`config.mk`:
```
export PLATFORM = sky130hd
export DESIGN_NAME = s21rfc_frame_state
export DESIGN_NICKNAME = d
export VERILOG_FILES = /design/src/rtl/s21rfc_pkg.sv /design/src/rtl/s21rfc_frame_state.sv
export SDC_FILE = /design/constraint.sdc
export NUM_CORES = 1
export LEC_CHECK = 0
export ABC_AREA = 1
export BUFFER_PORTS_ARGS = -buffer_cell sky130_fd_sc_hd__buf_2
export CAP_MARGIN = 40
export CELL_PAD_IN_SITES_DETAIL_PLACEMENT = 0
export CELL_PAD_IN_SITES_GLOBAL_PLACEMENT = 2
export CORE_ASPECT_RATIO = 1.1
export CORE_MARGIN = 10
export CORE_UTILIZATION = 34
export CTS_BUF_LIST = sky130_fd_sc_hd__clkbuf_8
export DETAILED_ROUTE_END_ITERATION = 7
export PLACE_DENSITY = 0.84
export SYNTH_ARGS = -nofsm -noshare
export SYNTH_HDL_FRONTEND = slang
export SYNTH_SLANG_ARGS = --single-unit
export TNS_END_PERCENT = 30
```
`constraint.sdc`:
```
create_clock -name i_clk -period 3.4 [get_ports i_clk]
set_input_delay 1.02 -clock i_clk [delete_from_list [all_inputs] [get_ports i_clk]]
set_output_delay 1.02 -clock i_clk [all_outputs]
set_load 0.01 [all_outputs]
```
`src/rtl/s21rfc_pkg.sv`:
```
// ----------------------------------------------------------------------------
// s21rfc_pkg
// Shared types and character codes for the reply frame checker.
// ----------------------------------------------------------------------------
package s21rfc_pkg;

    typedef logic [7:0] t_byte;

    // longest frame in bytes before it is judged like a timeout
    localparam int MAX_FRAME_BYTES = 255;

    // item opcodes
    localparam logic [1:0] OP_START   = 2'd0;
    localparam logic [1:0] OP_BYTE    = 2'd1;
    localparam logic [1:0] OP_TIMEOUT = 2'd2;

    // link characters
    localparam t_byte CH_STX = 8'h02;
    localparam t_byte CH_ETX = 8'h03;
    localparam t_byte CH_ACK = 8'h06;
    localparam t_byte CH_NAK = 8'h15;
    localparam t_byte CH_D   = 8'h44;

    localparam int MIN_FULL_FRAME = 6;

    typedef enum logic [1:0] {
        ST_OK    = 2'd0,
        ST_BAD   = 2'd1,
        ST_NAK   = 2'd2,
        ST_NOACK = 2'd3
    } t_status;

    // snapshot of the frame at the item that ends it
    typedef struct packed {
        logic            fire;
        logic            ended_etx;
        logic            stx_seen;
        logic            sum_ok;
        t_byte           count;
        logic [3:0][7:0] head;
        t_byte           cmd_first;
        t_byte           cmd_second;
    } t_frame_view;

    typedef struct packed {
        t_status status;
        logic    send_ack;
        t_byte   payload_len;
    } t_result;

endpackage

```
`src/rtl/s21rfc_frame_state.sv`:
```
// ----------------------------------------------------------------------------
// s21rfc_frame_state
// Running frame state: byte count, head bytes, checksum, saved command.
// ----------------------------------------------------------------------------
module s21rfc_frame_state #(
    parameter int MAX_FRAME = s21rfc_pkg::MAX_FRAME_BYTES
) (
    input  logic                     i_clk,
    input  logic                     i_rst_n,
    input  logic                     i_en,
    input  logic [1:0]               i_op,
    input  logic [7:0]               i_rx_byte,
    input  logic [7:0]               i_cmd_first,
    input  logic [7:0]               i_cmd_second,
    input  logic                     i_is_set_command,
    output s21rfc_pkg::t_frame_view  o_view
);
    import s21rfc_pkg::*;

    localparam int CW = $clog2(MAX_FRAME + 1);

    logic            r_receiving, n_receiving;
    logic [CW-1:0]   r_count,     n_count;
    t_byte           r_cmd_first, n_cmd_first;
    t_byte           r_cmd_second, n_cmd_second;
    logic            r_is_set,    n_is_set;
    logic [3:0][7:0] r_head,      n_head;
    t_byte           r_prev,      n_prev;
    t_byte           r_sum,       n_sum;
    logic            r_stx,       n_stx;

    logic [CW-1:0]   cnt_inc;
    logic            byte_end;
    logic            sum_ok;

    assign cnt_inc = r_count + CW'(1);
    // at an ETX the checksum byte is prev; sum of bytes before it is r_sum - prev
    assign sum_ok  = (t_byte'(r_sum - r_prev) == r_prev);
    assign byte_end = (i_rx_byte == CH_ETX) || (i_rx_byte == CH_NAK) ||
                      ((i_rx_byte == CH_ACK) && r_is_set) ||
                      (cnt_inc >= CW'(MAX_FRAME));

    always_comb begin
        n_receiving  = r_receiving;
        n_count      = r_count;
        n_cmd_first  = r_cmd_first;
        n_cmd_second = r_cmd_second;
        n_is_set     = r_is_set;
        n_head       = r_head;
        n_prev       = r_prev;
        n_sum        = r_sum;
        n_stx        = r_stx;

        o_view.fire       = 1'b0;
        o_view.ended_etx  = 1'b0;
        o_view.stx_seen   = r_stx;
        o_view.sum_ok     = sum_ok;
        o_view.count      = 8'(r_count);
        o_view.head       = r_head;
        o_view.cmd_first  = r_cmd_first;
        o_view.cmd_second = r_cmd_second;

        case (i_op)
            OP_START: begin
                n_receiving  = 1'b1;
                n_count      = '0;
                n_cmd_first  = i_cmd_first;
                n_cmd_second = i_cmd_second;
                n_is_set     = i_is_set_command;
                n_head       = '0;
                n_prev       = '0;
                n_sum        = '0;
                n_stx        = 1'b0;
            end
            OP_BYTE: begin
                if (r_receiving) begin
                    if (r_count < CW'(4)) begin
                        n_head[r_count[1:0]] = i_rx_byte;
                    end
                    if (r_count >= CW'(2)) begin
                        n_sum = r_sum + i_rx_byte;
                    end
                    if (i_rx_byte == CH_STX) begin
                        n_stx = 1'b1;
                    end
                    n_count = cnt_inc;
                    if (byte_end) begin
                        n_receiving = 1'b0;
                    end else begin
                        n_prev = i_rx_byte;
                    end
                    o_view.fire      = byte_end;
                    o_view.ended_etx = (i_rx_byte == CH_ETX);
                    o_view.stx_seen  = n_stx;
                    o_view.count     = 8'(cnt_inc);
                    o_view.head      = n_head;
                end
            end
            OP_TIMEOUT: begin
                if (r_receiving) begin
                    n_receiving = 1'b0;
                    o_view.fire = 1'b1;
                end
            end
            default: begin
            end
        endcase
    end

    always_ff @(posedge i_clk) begin
        if (!i_rst_n) begin
            r_receiving <= 1'b0;
            r_count     <= '0;
            r_stx       <= 1'b0;
        end else if (i_en) begin
            r_receiving <= n_receiving;
            r_count     <= n_count;
            r_stx       <= n_stx;
        end
    end

    always_ff @(posedge i_clk) begin
        if (i_en) begin
            r_cmd_first  <= n_cmd_first;
            r_cmd_second <= n_cmd_second;
            r_is_set     <= n_is_set;
            r_head       <= n_head;
            r_prev       <= n_prev;
            r_sum        <= n_sum;
        end
    end

endmodule

```
Word-level counts from Yosys, hierarchy flattened --
Index checks and enable logic that the tools add are counted.
Cells by class: add/sub/neg operators 3, reductions and logical operators 13, equal/unequal tests 10, magnitude comparators 5, mux-type cells 26
Operators by type and width (count):
- $mux 40 | 2
- $mux 32 | 2
- $pmux 32 s2 | 1
- $mux 8 | 6
- $pmux 8 s2 | 3
- $bwmux 32 | 1
- $demux 8 s2 | 1
- $eq 8x2->1 const B | 2
- $add 8x1->8 const B | 1
- $add 8x8->8 | 1
- $eq 8x3->1 const B | 1
- $eq 8x5->1 const B | 1
- $eq 8x8->1 | 1
- $ge 8x2->1 const B | 1
- $ge 8x8->1 const B | 1
- $lt 8x3->1 const B | 1
- $reduce_and 4->1 | 2
- $sub 8x8->8 | 1
- $ne 2x2->1 const B | 3
- $mux 1 | 5
- $pmux 1 s2 | 2
- $reduce_and 2->1 | 2
- $logic_or 1x1->1 | 3
- $lt 2x3->1 const B | 1
- 11 further kinds | 12
Storage, ports and cells: input bits 30, register bits after elaboration 75

Logic depth before layout (Yosys ltp) --
Gate-level depths: netlist of the first run.
word-level depth 8, gate-level depth with buffers 13, gate-level depth less buffers 12

Worst setup path before layout of the first run --
OpenSTA, ideal clock, no wires.
kind input-to-output, start input i_op[1], end output o_view[49] in the netlist's numbering, arrival time 2.046 ns, stages 7, path slack 0.334 ns, data required time 2.380 ns, path through inv_1 ha_1 nand2_1 buf_2 inv_1 buf_2 o21ai_0
RTL lines:
- start, declared | line s21rfc_frame_state.sv:11 | input logic [1:0] i_op,
- end, declared | line s21rfc_frame_state.sv:16 | output s21rfc_pkg::t_frame_view o_view

==> flow_summary.json, run 1 <==
{
  "rows": 44,
  "synth_compound_area_frac": 0.131,
  "synth_seq_area_share": 0.456,
  "met3_usage": 0.0407,
  "nets": 728,
  "p_leak_uw": 0.00267,
  "fin_ws_ns": 0.116,
  "fmax_mhz": 305,
  "worstSetupStartpointType": "input pin",
  "dp_hpwl_mm": 9.60,
  "design.core.area_um2": 13300,
  "clk_latency_ns": 0.35,
  "ff_latch_area_um2": 2120,
  "drt_iter0_markers": 228,
  "maxSlewViolCount": 0,
  "synthCells": 573,
  "period_share": 0.966,
  "via_count": 3984,
  "wire_per_inst_um": 14.7,
  "synth-async-reset-ratio": 0,
  "ys_warn_count": 0,
  "timing.final.hold_violations": 0,
  "drive_above_1_share": 0.230,
  "cts_num_sinks": 74,
  "path_clk_slew_ns": 0.08,
  "die_y_um": 143,
  "multi_input_area_um2": 2070,
  "cts_root_buf": "clkbuf_8",
  "ant_nets": 0,
  "status": "finished clean",
  "port_buffers": 89,
  "synth_edf_count": 64,
  "antenna_cells": 0,
  "setup_viol_count_final": 0,
  "worstSetupPathType": "input pin to output pin",
  "synthAdderAreaFrac": 0.0704,
  "drt_wl_total_mm": 12.6,
  "ys.flop_type": "edfxtp_1",
  "rsz0062_at_grt": "yes",
  "cp_max_fo": 5,
  "syn2layout_area_growth_pct": 19.4,
  "endpoint_kind": "output pin",
  "relSlewSlack": 0.535,
  "min_path_type": "register to register",
  "synth-seq-cells": 74,
  "synth_xor_area_frac": 0.0188,
  "powerDensity_nw_per_um2": 358,
  "start_util": 0.350,
  "cap_violations": 0,
  "syn-num-nets": 628,
  "grtUsageMet2": 0.231,
  "synth_mux_area_frac": 0,
  "grt.overflow.total": 0,
  "via_per_inst": 4.63,
  "hold-worst-slack_ns": 0.506,
  "yosys.area_share.simple": 0.222,
  "grt_max_degree": 51,
  "fin_util": 0.418,
  "ioPinCount": 90,
  "gp_congestion": 0.789,
  "met1_usage": 0.159,
  "cts_made_buffers": 9,
  "grt_pass1_wl_mm": 20.4,
  "synthesis.area_um2": 4660,
  "vdd_drop_max_mv": 0.210,
  "period_minus_slack_ns": 3.28,
  "syn_avg_cell_area_um2": 8.13,
  "cp.arrival_ns": 2.26,
  "grtUsageTotal": 0.134,
  "cts_tree": "yes",
  "drc": 0,
  "skew_ns": 0.0171,
  "setup_tns_ns": 0,
  "cts_max_level": 3,
  "synth_top_family_by_area": "simple AND/OR/NAND/NOR gates",
  "cp.required_ns": 2.38,
  "die-area_um2": 18800,
  "busiest_layer": "met2",
  "tightest_slew_ns": 0.691,
  "drtPass1Iterations": 5,
  "synthDistinctLibCells": 35,
  "cts_buffer_depth": 2,
  "nFillCells": 1430,
  "grt_pass1_vias": 3962,
  "place_ws_ns": 0.0868,
  "grt_antenna_before_repair": 0,
  "die_w_um": 132
}
[cell type report]
type | count | area share
Multi-Input combinational cell | 386 | 0.372
Clock inverter | 6 | 0.00630
Inverter | 92 | 0.0637
Timing Repair Buffer | 110 | 0.113
Tap cell | 184 | 0.0414
Sequential cell | 74 | 0.381
Clock buffer | 9 | 0.0223
[cells in the final DEF, fill, tap and decap left out, drive strengths merged, types with 6 or more instances in the layout]
cell    instances
nor2           48
ha             23
nand3          24
o21ai          79
dfxtp          10
nand4          10
inv            90
a21oi          28
edfxtp         64
clkbuf          9
buf           110
clkinv          6
nand2         148
[through the flow]
| stage | std cells | instance area, µm² | power (µW) |
|---|---|---|---|
| finish | 861 | 5560 | 1990 |
| floorplan | 573 | 4660 | 1280 |
| CTS | 861 | 5550 | 2020 |
| detailed placement | 846 | 5390 | 1420 |
| global route | 861 | 5560 | 2100 |
| global placement | 846 | 5390 | 1410 |
[state kept, by name, summed over array words and instances, names as in the netlist]
name / cells
r_head: 32
r_cmd_first: 8
r_cmd_second: 8
r_count: 8
r_sum: 8
r_prev: 7
r_is_set: 1
r_receiving: 1
r_stx: 1
[per-layer routing]
layer / vias up / wire (µm)
li1: 2068 / -
met1: 1824 / 5460
met2: 88 / 6280
met3: 4 / 851
met4: 0 / 63
met5: - / 0
[cell usage after synthesis (2+ instances only)]
cell	count	area, µm²
a21o_1	2	15.0
a21oi_1	27	135
a31oi_1	2	12.5
buf_1	2	7.51
buf_2	4	20.0
buf_6	5	56.3
clkbuf_1	9	33.8
dfxtp_1	10	200
edfxtp_1	64	1920
fa_1	2	40.0
ha_1	23	288
inv_1	83	312
inv_2	6	22.5
nand2_1	143	537
nand2_4	5	56.3
nand3_1	24	120
nand4_1	9	56.3
nor2_1	46	173
nor3_1	5	25.0
o21a_1	2	15.0
o21ai_0	13	65.1
o21ai_1	59	295
o21ai_2	7	61.3
or2_2	2	12.5
xnor2_1	5	43.8
xor2_1	5	43.8
[final timing paths]
path | from | end | slack [ns] | cells past startpoint
max | i_rx_byte[3] | o_view[57] | 0.12 | 6
min | r_count[7]$_SDFFE_PN0P_ | r_count[7]$_SDFFE_PN0P_ | 0.51 | 2
max reg2reg | r_count[0]$_SDFFE_PN0P_ | r_prev[3]$_SDFFCE_PN0P_ | 1.39 | 10
min reg2reg | r_count[7]$_SDFFE_PN0P_ | r_count[7]$_SDFFE_PN0P_ | 0.51 | 2
[what timing repair did]
action	CTS	global route
gates resized for setup	0	3
setup buffers	0	0
endpoints found under the setup margin	0	3
hold buffers	0	0
[cells by family (layout without fill, tap and decap cells)]
logic type | after synthesis | after routing
adder cells (fa/ha/maj) | 25 | 25
AND/OR/NAND/NOR | 238 | 238
AO/OA/AOI/OAI | 113 | 113
buffers and inverters | 113 | 217
flip-flops | 74 | 74
XOR/XNOR | 10 | 10
[critical path: stages]
cell and delay (ns):
buf_2 0.12, inv_1 0.13, nand2_1 0.08, nor4_1 0.59
a21o_1 0.19, buf_2 0.12
[power by group]
group          switching (µW)  internal, µW
logic                     212           133
clock network             343           256
registers                18.6          1030
total                     574          1420
Power figures use the tool's default switching activity.
==> run 2, diff against run 1 <==
--- a/config.mk
+++ b/config.mk
@@ -11,7 +11,7 @@
 export CELL_PAD_IN_SITES_DETAIL_PLACEMENT = 0
 export CELL_PAD_IN_SITES_GLOBAL_PLACEMENT = 2
 export CORE_ASPECT_RATIO = 1.1
-export CORE_MARGIN = 10
+export CORE_MARGIN = 2
 export CORE_UTILIZATION = 34
 export CTS_BUF_LIST = sky130_fd_sc_hd__clkbuf_8
 export DETAILED_ROUTE_END_ITERATION = 7
==> flow_summary.json, run 2 (synthesis results as in run 1) <==
{
  "status": "finished clean",
  "tightest_slew_ns": 0.602,
  "slowest_stage": "edfxtp_1",
  "drc": 0,
  "ant_nets": 0,
  "via_count": 3983,
  "worstSetupStartpointType": "register",
  "r2r_start": "r_count[0]$_SDFFE_PN0P_",
  "nets": 725,
  "largest-register": "r_head",
  "period_minus_slack_ns": 3.23,
  "period_share": 0.949,
  "maxSlewViolCount": 0,
  "cp_num_buf_inv": 3,
  "reg2reg_setup_slack_ns": 1.30,
  "cp.required_ns": 2.38,
  "holdBufCountCts": 0,
  "ioPinCount": 90,
  "grt_pass1_vias": 3772,
  "vdd_drop_max_mv": 0.213,
  "path_common_cell": "inv_1",
  "min_path_cells": 2,
  "syn2layout_area_growth_pct": 19.6,
  "cts_max_level": 3,
  "clk_latency_ns": 0.35,
  "grt.overflow.total": 0,
  "grt_max_degree": 58,
  "hold-worst-slack_ns": 0.507,
  "rows": 44,
  "ff_latch_area_um2": 2120,
  "worstSetupPathType": "register to output pin",
  "die-area_um2": 14700,
  "cts_buffer_depth": 2,
  "antenna_cells": 0,
  "cap_violations": 0,
  "nFillCells": 1381,
  "setup_viol_count_final": 0,
  "wire_per_inst_um": 13.5,
  "crit_chain": "inv_1, ha_1, inv_1, fa_2, xnor2_1, xor2_1, nor3_1, nand3_1, nor2_1, buf_2",
  "final_common_cell": "nand2_1",
  "rr_endpoint": "r_prev[2]$_SDFFCE_PN0P_",
  "grt_antenna_before_repair": 0,
  "fmax_mhz": 310,
  "die_y_um": 127,
  "final_cell_mix": "nand2_1 (142), buf_2 (89), inv_1 (84)",
  "drt_iter0_markers": 152,
  "grt_pass1_wl_mm": 18.6,
  "r2r_cells": 10,
  "worstHoldEndpoint": "r_count[7]$_SDFFE_PN0P_",
  "cts_num_sinks": 74,
  "cts_tree": "yes",
  "p_leak_uw": 0.00267,
  "cts_made_buffers": 9,
  "min-delay-start": "r_count[7]$_SDFFE_PN0P_",
  "start_util": 0.351,
  "drtPass1Iterations": 4,
  "cp.arrival_ns": 2.21,
  "dp_hpwl_mm": 8.61,
  "drt_wl_total_mm": 11.6,
  "multi_input_area_um2": 2070,
  "die_w_um": 116,
  "powerDensity_nw_per_um2": 369,
  "cp_max_fo": 3,
  "skew_ns": 0.0143,
  "relSlewSlack": 0.598,
  "largest_register_ffs": 32,
  "setup_tns_ns": 0,
  "crit_path_max_incr_delay_ns": 0.41,
  "path_clk_slew_ns": 0.08,
  "rsz0062_at_grt": "no",
  "gp_congestion": 0.829,
  "cts_root_buf": "clkbuf_8",
  "grtUsageTotal": 0.163,
  "via_per_inst": 4.64,
  "crit_family": "adder cells",
  "timing.final.hold_violations": 0,
  "min_path_type": "register to register",
  "port_buffers": 89,
  "design.core.area_um2": 13300,
  "drive_above_1_share": 0.227,
  "endpoint_kind": "output pin"
}
run 2: timing repair:
action | CTS | global route
endpoints found under the setup margin | 0 | 3
buffers inserted | 0 | 0
resized for setup | 0 | 4
run 2: worst max-delay path by stage:
stage,startpoint,to,cells after the start
3_3_place_gp,i_rx_byte[3],o_view[57],6
6_report,r_sum[0]$_SDFFCE_PN0P_,o_view[56],10
2_1_floorplan,i_op[1],o_view[49],7
4_1_cts,i_rx_byte[3],o_view[57],6
3_5_place_dp,i_rx_byte[3],o_view[57],6
5_1_grt,r_sum[0]$_SDFFCE_PN0P_,o_view[56],12
run 2: per-layer routing:
metal,vias to the layer above,part of all wire,GRT usage
li1,2076,-,-
met1,1820,0.44,0.203
met2,77,0.50,0.278
met3,10,0.051,0.0349
met4,0,0.015,0.0553
met5,-,0,0
run 2: metrics by stage:
stage	power (µW)	area, µm²	util	setup slack, ns	cells
final	2060	5570	0.420	0.173	858
after global routing	2160	5570	0.420	0.0127	858
after CTS	2080	5560	0.419	0.0469	858
after detailed placement	1410	5370	0.405	0.0512	843
after global placement	1400	5370	0.405	0.0684	843
after floorplan	1280	4660	-	0.334	573
run 2: final cells by class:
| cell class | count | area share |
|---|---|---|
| flip-flops and latches | 74 | 0.381 |
| repair buffers | 107 | 0.109 |
| clock inverters | 6 | 0.0108 |
| inverters | 92 | 0.0636 |
| multi-input cells | 386 | 0.372 |
| clock buffers | 9 | 0.0222 |
| well taps | 184 | 0.0413 |
run 2: worst min-delay path: stages, from the launching register on:
cell	delay, ns
dfxtp_1	0.34
nand2_1	0.07
a21oi_1	0.05
run 2: report_power, final:
| group | switching (µW) | leakage [µW] | internal [µW] |
|---|---|---|---|
| Sequential | 18.8 | 0.000683 | 1030 |
| Combinational | 208 | 0.00189 | 131 |
| Clock | 340 | 0.0000963 | 331 |
==> run 3, diff against run 2 <==
--- a/config.mk
+++ b/config.mk
@@ -14,8 +14,10 @@
 export CORE_MARGIN = 2
 export CORE_UTILIZATION = 34
 export CTS_BUF_LIST = sky130_fd_sc_hd__clkbuf_8
+export CTS_CLUSTER_DIAMETER = 100
 export DETAILED_ROUTE_END_ITERATION = 7
 export PLACE_DENSITY = 0.84
+export SETUP_SLACK_MARGIN = 0.4
 export SYNTH_ARGS = -nofsm -noshare
 export SYNTH_HDL_FRONTEND = slang
 export SYNTH_SLANG_ARGS = --single-unit
==> flow_summary.json, run 3 (synthesis results as in run 1) <==
{
  "status": "finished clean",
  "intPower_uw": 1600,
  "grt_max_degree": 34,
  "period_share": 0.942,
  "cts_made_buffers": 9,
  "via_per_inst": 4.74,
  "die-area_um2": 14700,
  "timing.final.hold_violations": 0,
  "r2r_start": "r_sum[0]$_SDFFCE_PN0P_",
  "cts_buffer_depth": 2,
  "port_buffers": 89,
  "r2r_cells": 14,
  "setup_tns_ns": 0,
  "cp_max_fo": 3,
  "grt.overflow.total": 0,
  "cp.arrival_ns": 2.18,
  "path_clk_slew_ns": 0.08,
  "cts_num_sinks": 74,
  "worstHoldEndpoint": "r_stx$_SDFFE_PN0P_",
  "holdBufCountCts": 0,
  "fmax_mhz": 312,
  "grtUsageTotal": 0.172,
  "ant_nets": 0,
  "drt_iter0_markers": 171,
  "clk_latency_ns": 0.36,
  "cts_tree": "yes",
  "grt_pass1_wl_mm": 19.8,
  "combPwrFrac": 0.186,
  "drc": 0,
  "final_common_cell": "nand2_1",
  "drt_wl_total_mm": 13.1,
  "nets": 761,
  "setup_viol_count_final": 0,
  "path_common_cell": "nand3_1",
  "design.core.area_um2": 13300,
  "crit_chain": "inv_1, ha_1, inv_1, fa_2, nand3_2, nand3_1, nand3_1, nand2_1, a21oi_1, nand3_1, nor2_1, buf_2",
  "grt_antenna_before_repair": 0,
  "worstSetupStartpointType": "register",
  "period_minus_slack_ns": 3.20,
  "rsz0062_at_grt": "yes",
  "maxSlewViolCount": 0,
  "sequentialPowerShare": 0.478,
  "ioPinCount": 90,
  "rr_endpoint": "r_sum[6]$_SDFFCE_PN0P_",
  "endpoint_kind": "output pin",
  "cp.required_ns": 2.38,
  "p_sw_frac": 0.269,
  "clock_power_share": 0.336,
  "via_count": 4230,
  "min_path_type": "register to register",
  "drtPass1Iterations": 5,
  "fin_area_um2": 6370,
  "relSlewSlack": 0.595,
  "largest_register_ffs": 32,
  "dpl_cell_area_um2": 5350,
  "dp_hpwl_mm": 8.59,
  "worstSetupPathType": "register to output pin",
  "die_w_um": 116,
  "skew_ns": 0.00993,
  "grt_pass1_vias": 4084,
  "powerDensity_nw_per_um2": 344,
  "vdd_drop_max_mv": 0.253,
  "p_leak_uw": 0.00298,
  "reg2reg_setup_slack_ns": 1.43,
  "largest-register": "r_head",
  "min_path_cells": 2,
  "power.net_switching_uw": 589,
  "drive_above_1_share": 0.330,
  "rows": 44,
  "gp_congestion": 0.846,
  "crit_path_max_incr_delay_ns": 0.39,
  "die_y_um": 127,
  "antenna_cells": 0,
  "tightest_slew_ns": 0.607,
  "min-delay-start": "r_stx$_SDFFE_PN0P_",
  "syn2layout_area_growth_pct": 36.8,
  "slowest_stage": "edfxtp_1",
  "cap_violations": 0,
  "cts_root_buf": "clkbuf_8",
  "fin_util": 0.480,
  "final_cell_mix": "nand2_1 (134), buf_2 (76), inv_1 (72)",
  "start_util": 0.351,
  "cts_max_level": 3,
  "wire_per_inst_um": 14.6
}
[run 3: through the flow]
stage	worst slack (ns)	instances	hold slack (ns)	power, µW
floorplan	0.338	573	0.439	1280
global placement	0.0177	840	0.464	1400
detailed placement	0.0274	840	0.463	1410
CTS	0.172	870	0.482	2180
global route	0.0533	893	0.548	2300
finish	0.196	893	0.476	2190
[run 3: critical path: cells and delay by family (launching register included)]
family,cells,cell delay [ns]
AND/OR/NAND/NOR,6,0.54
flip-flops,1,0.39
AO/OA/AOI/OAI,1,0.11
buffers and inverters,3,0.26
adder cells (fa/ha/maj),2,0.52
[run 3: area by class of cell]
class	count	area, µm²
fillers	1317	6900
multi-input cells	388	2290
flip-flops and latches	74	2130
repair buffers	141	1140
inverters	92	384
well taps	184	230
clock buffers	9	124
clock inverters	5	72.6
[run 3: what timing repair did]
action / 4_1_cts / 5_1_grt
endpoints found under the setup margin: 43 / 43
pin swaps: 6 / 18
cloned: 2 / 6
setup buffers: 14 / 17
hold endpoints to repair: 0 / 0
gates resized for setup: 62 / 59
[run 3: power by group through the flow]
stage | Clock [µW] | Combinational (µW) | Sequential [µW]
after floorplan | 0 | 212 | 1070
after global placement | 0 | 336 | 1070
after detailed placement | 0 | 341 | 1070
after CTS | 752 | 377 | 1050
after global routing | 787 | 456 | 1050
final | 737 | 408 | 1050
[run 3: worst max-delay path by stage]
stage                                       from    endpoint  depth (start not counted)
after floorplan                          i_op[1]  o_view[49]                          7
after detailed placement            i_rx_byte[6]  o_view[57]                          6
final                     r_sum[0]$_SDFFCE_PN0P_  o_view[56]                         12
after global placement              i_rx_byte[6]  o_view[57]                          6
after global routing      r_sum[0]$_SDFFCE_PN0P_  o_view[56]                         12
after CTS                 r_sum[0]$_SDFFCE_PN0P_  o_view[56]                         10
[run 3: routing by layer]
layer	vias to the layer above	wire length, µm	track usage
met1	1960	5710	0.218
met3	9	700	0.0363
li1	2150	-	-
met2	111	6500	0.294
met5	-	0	0
met4	0	144	0.0517
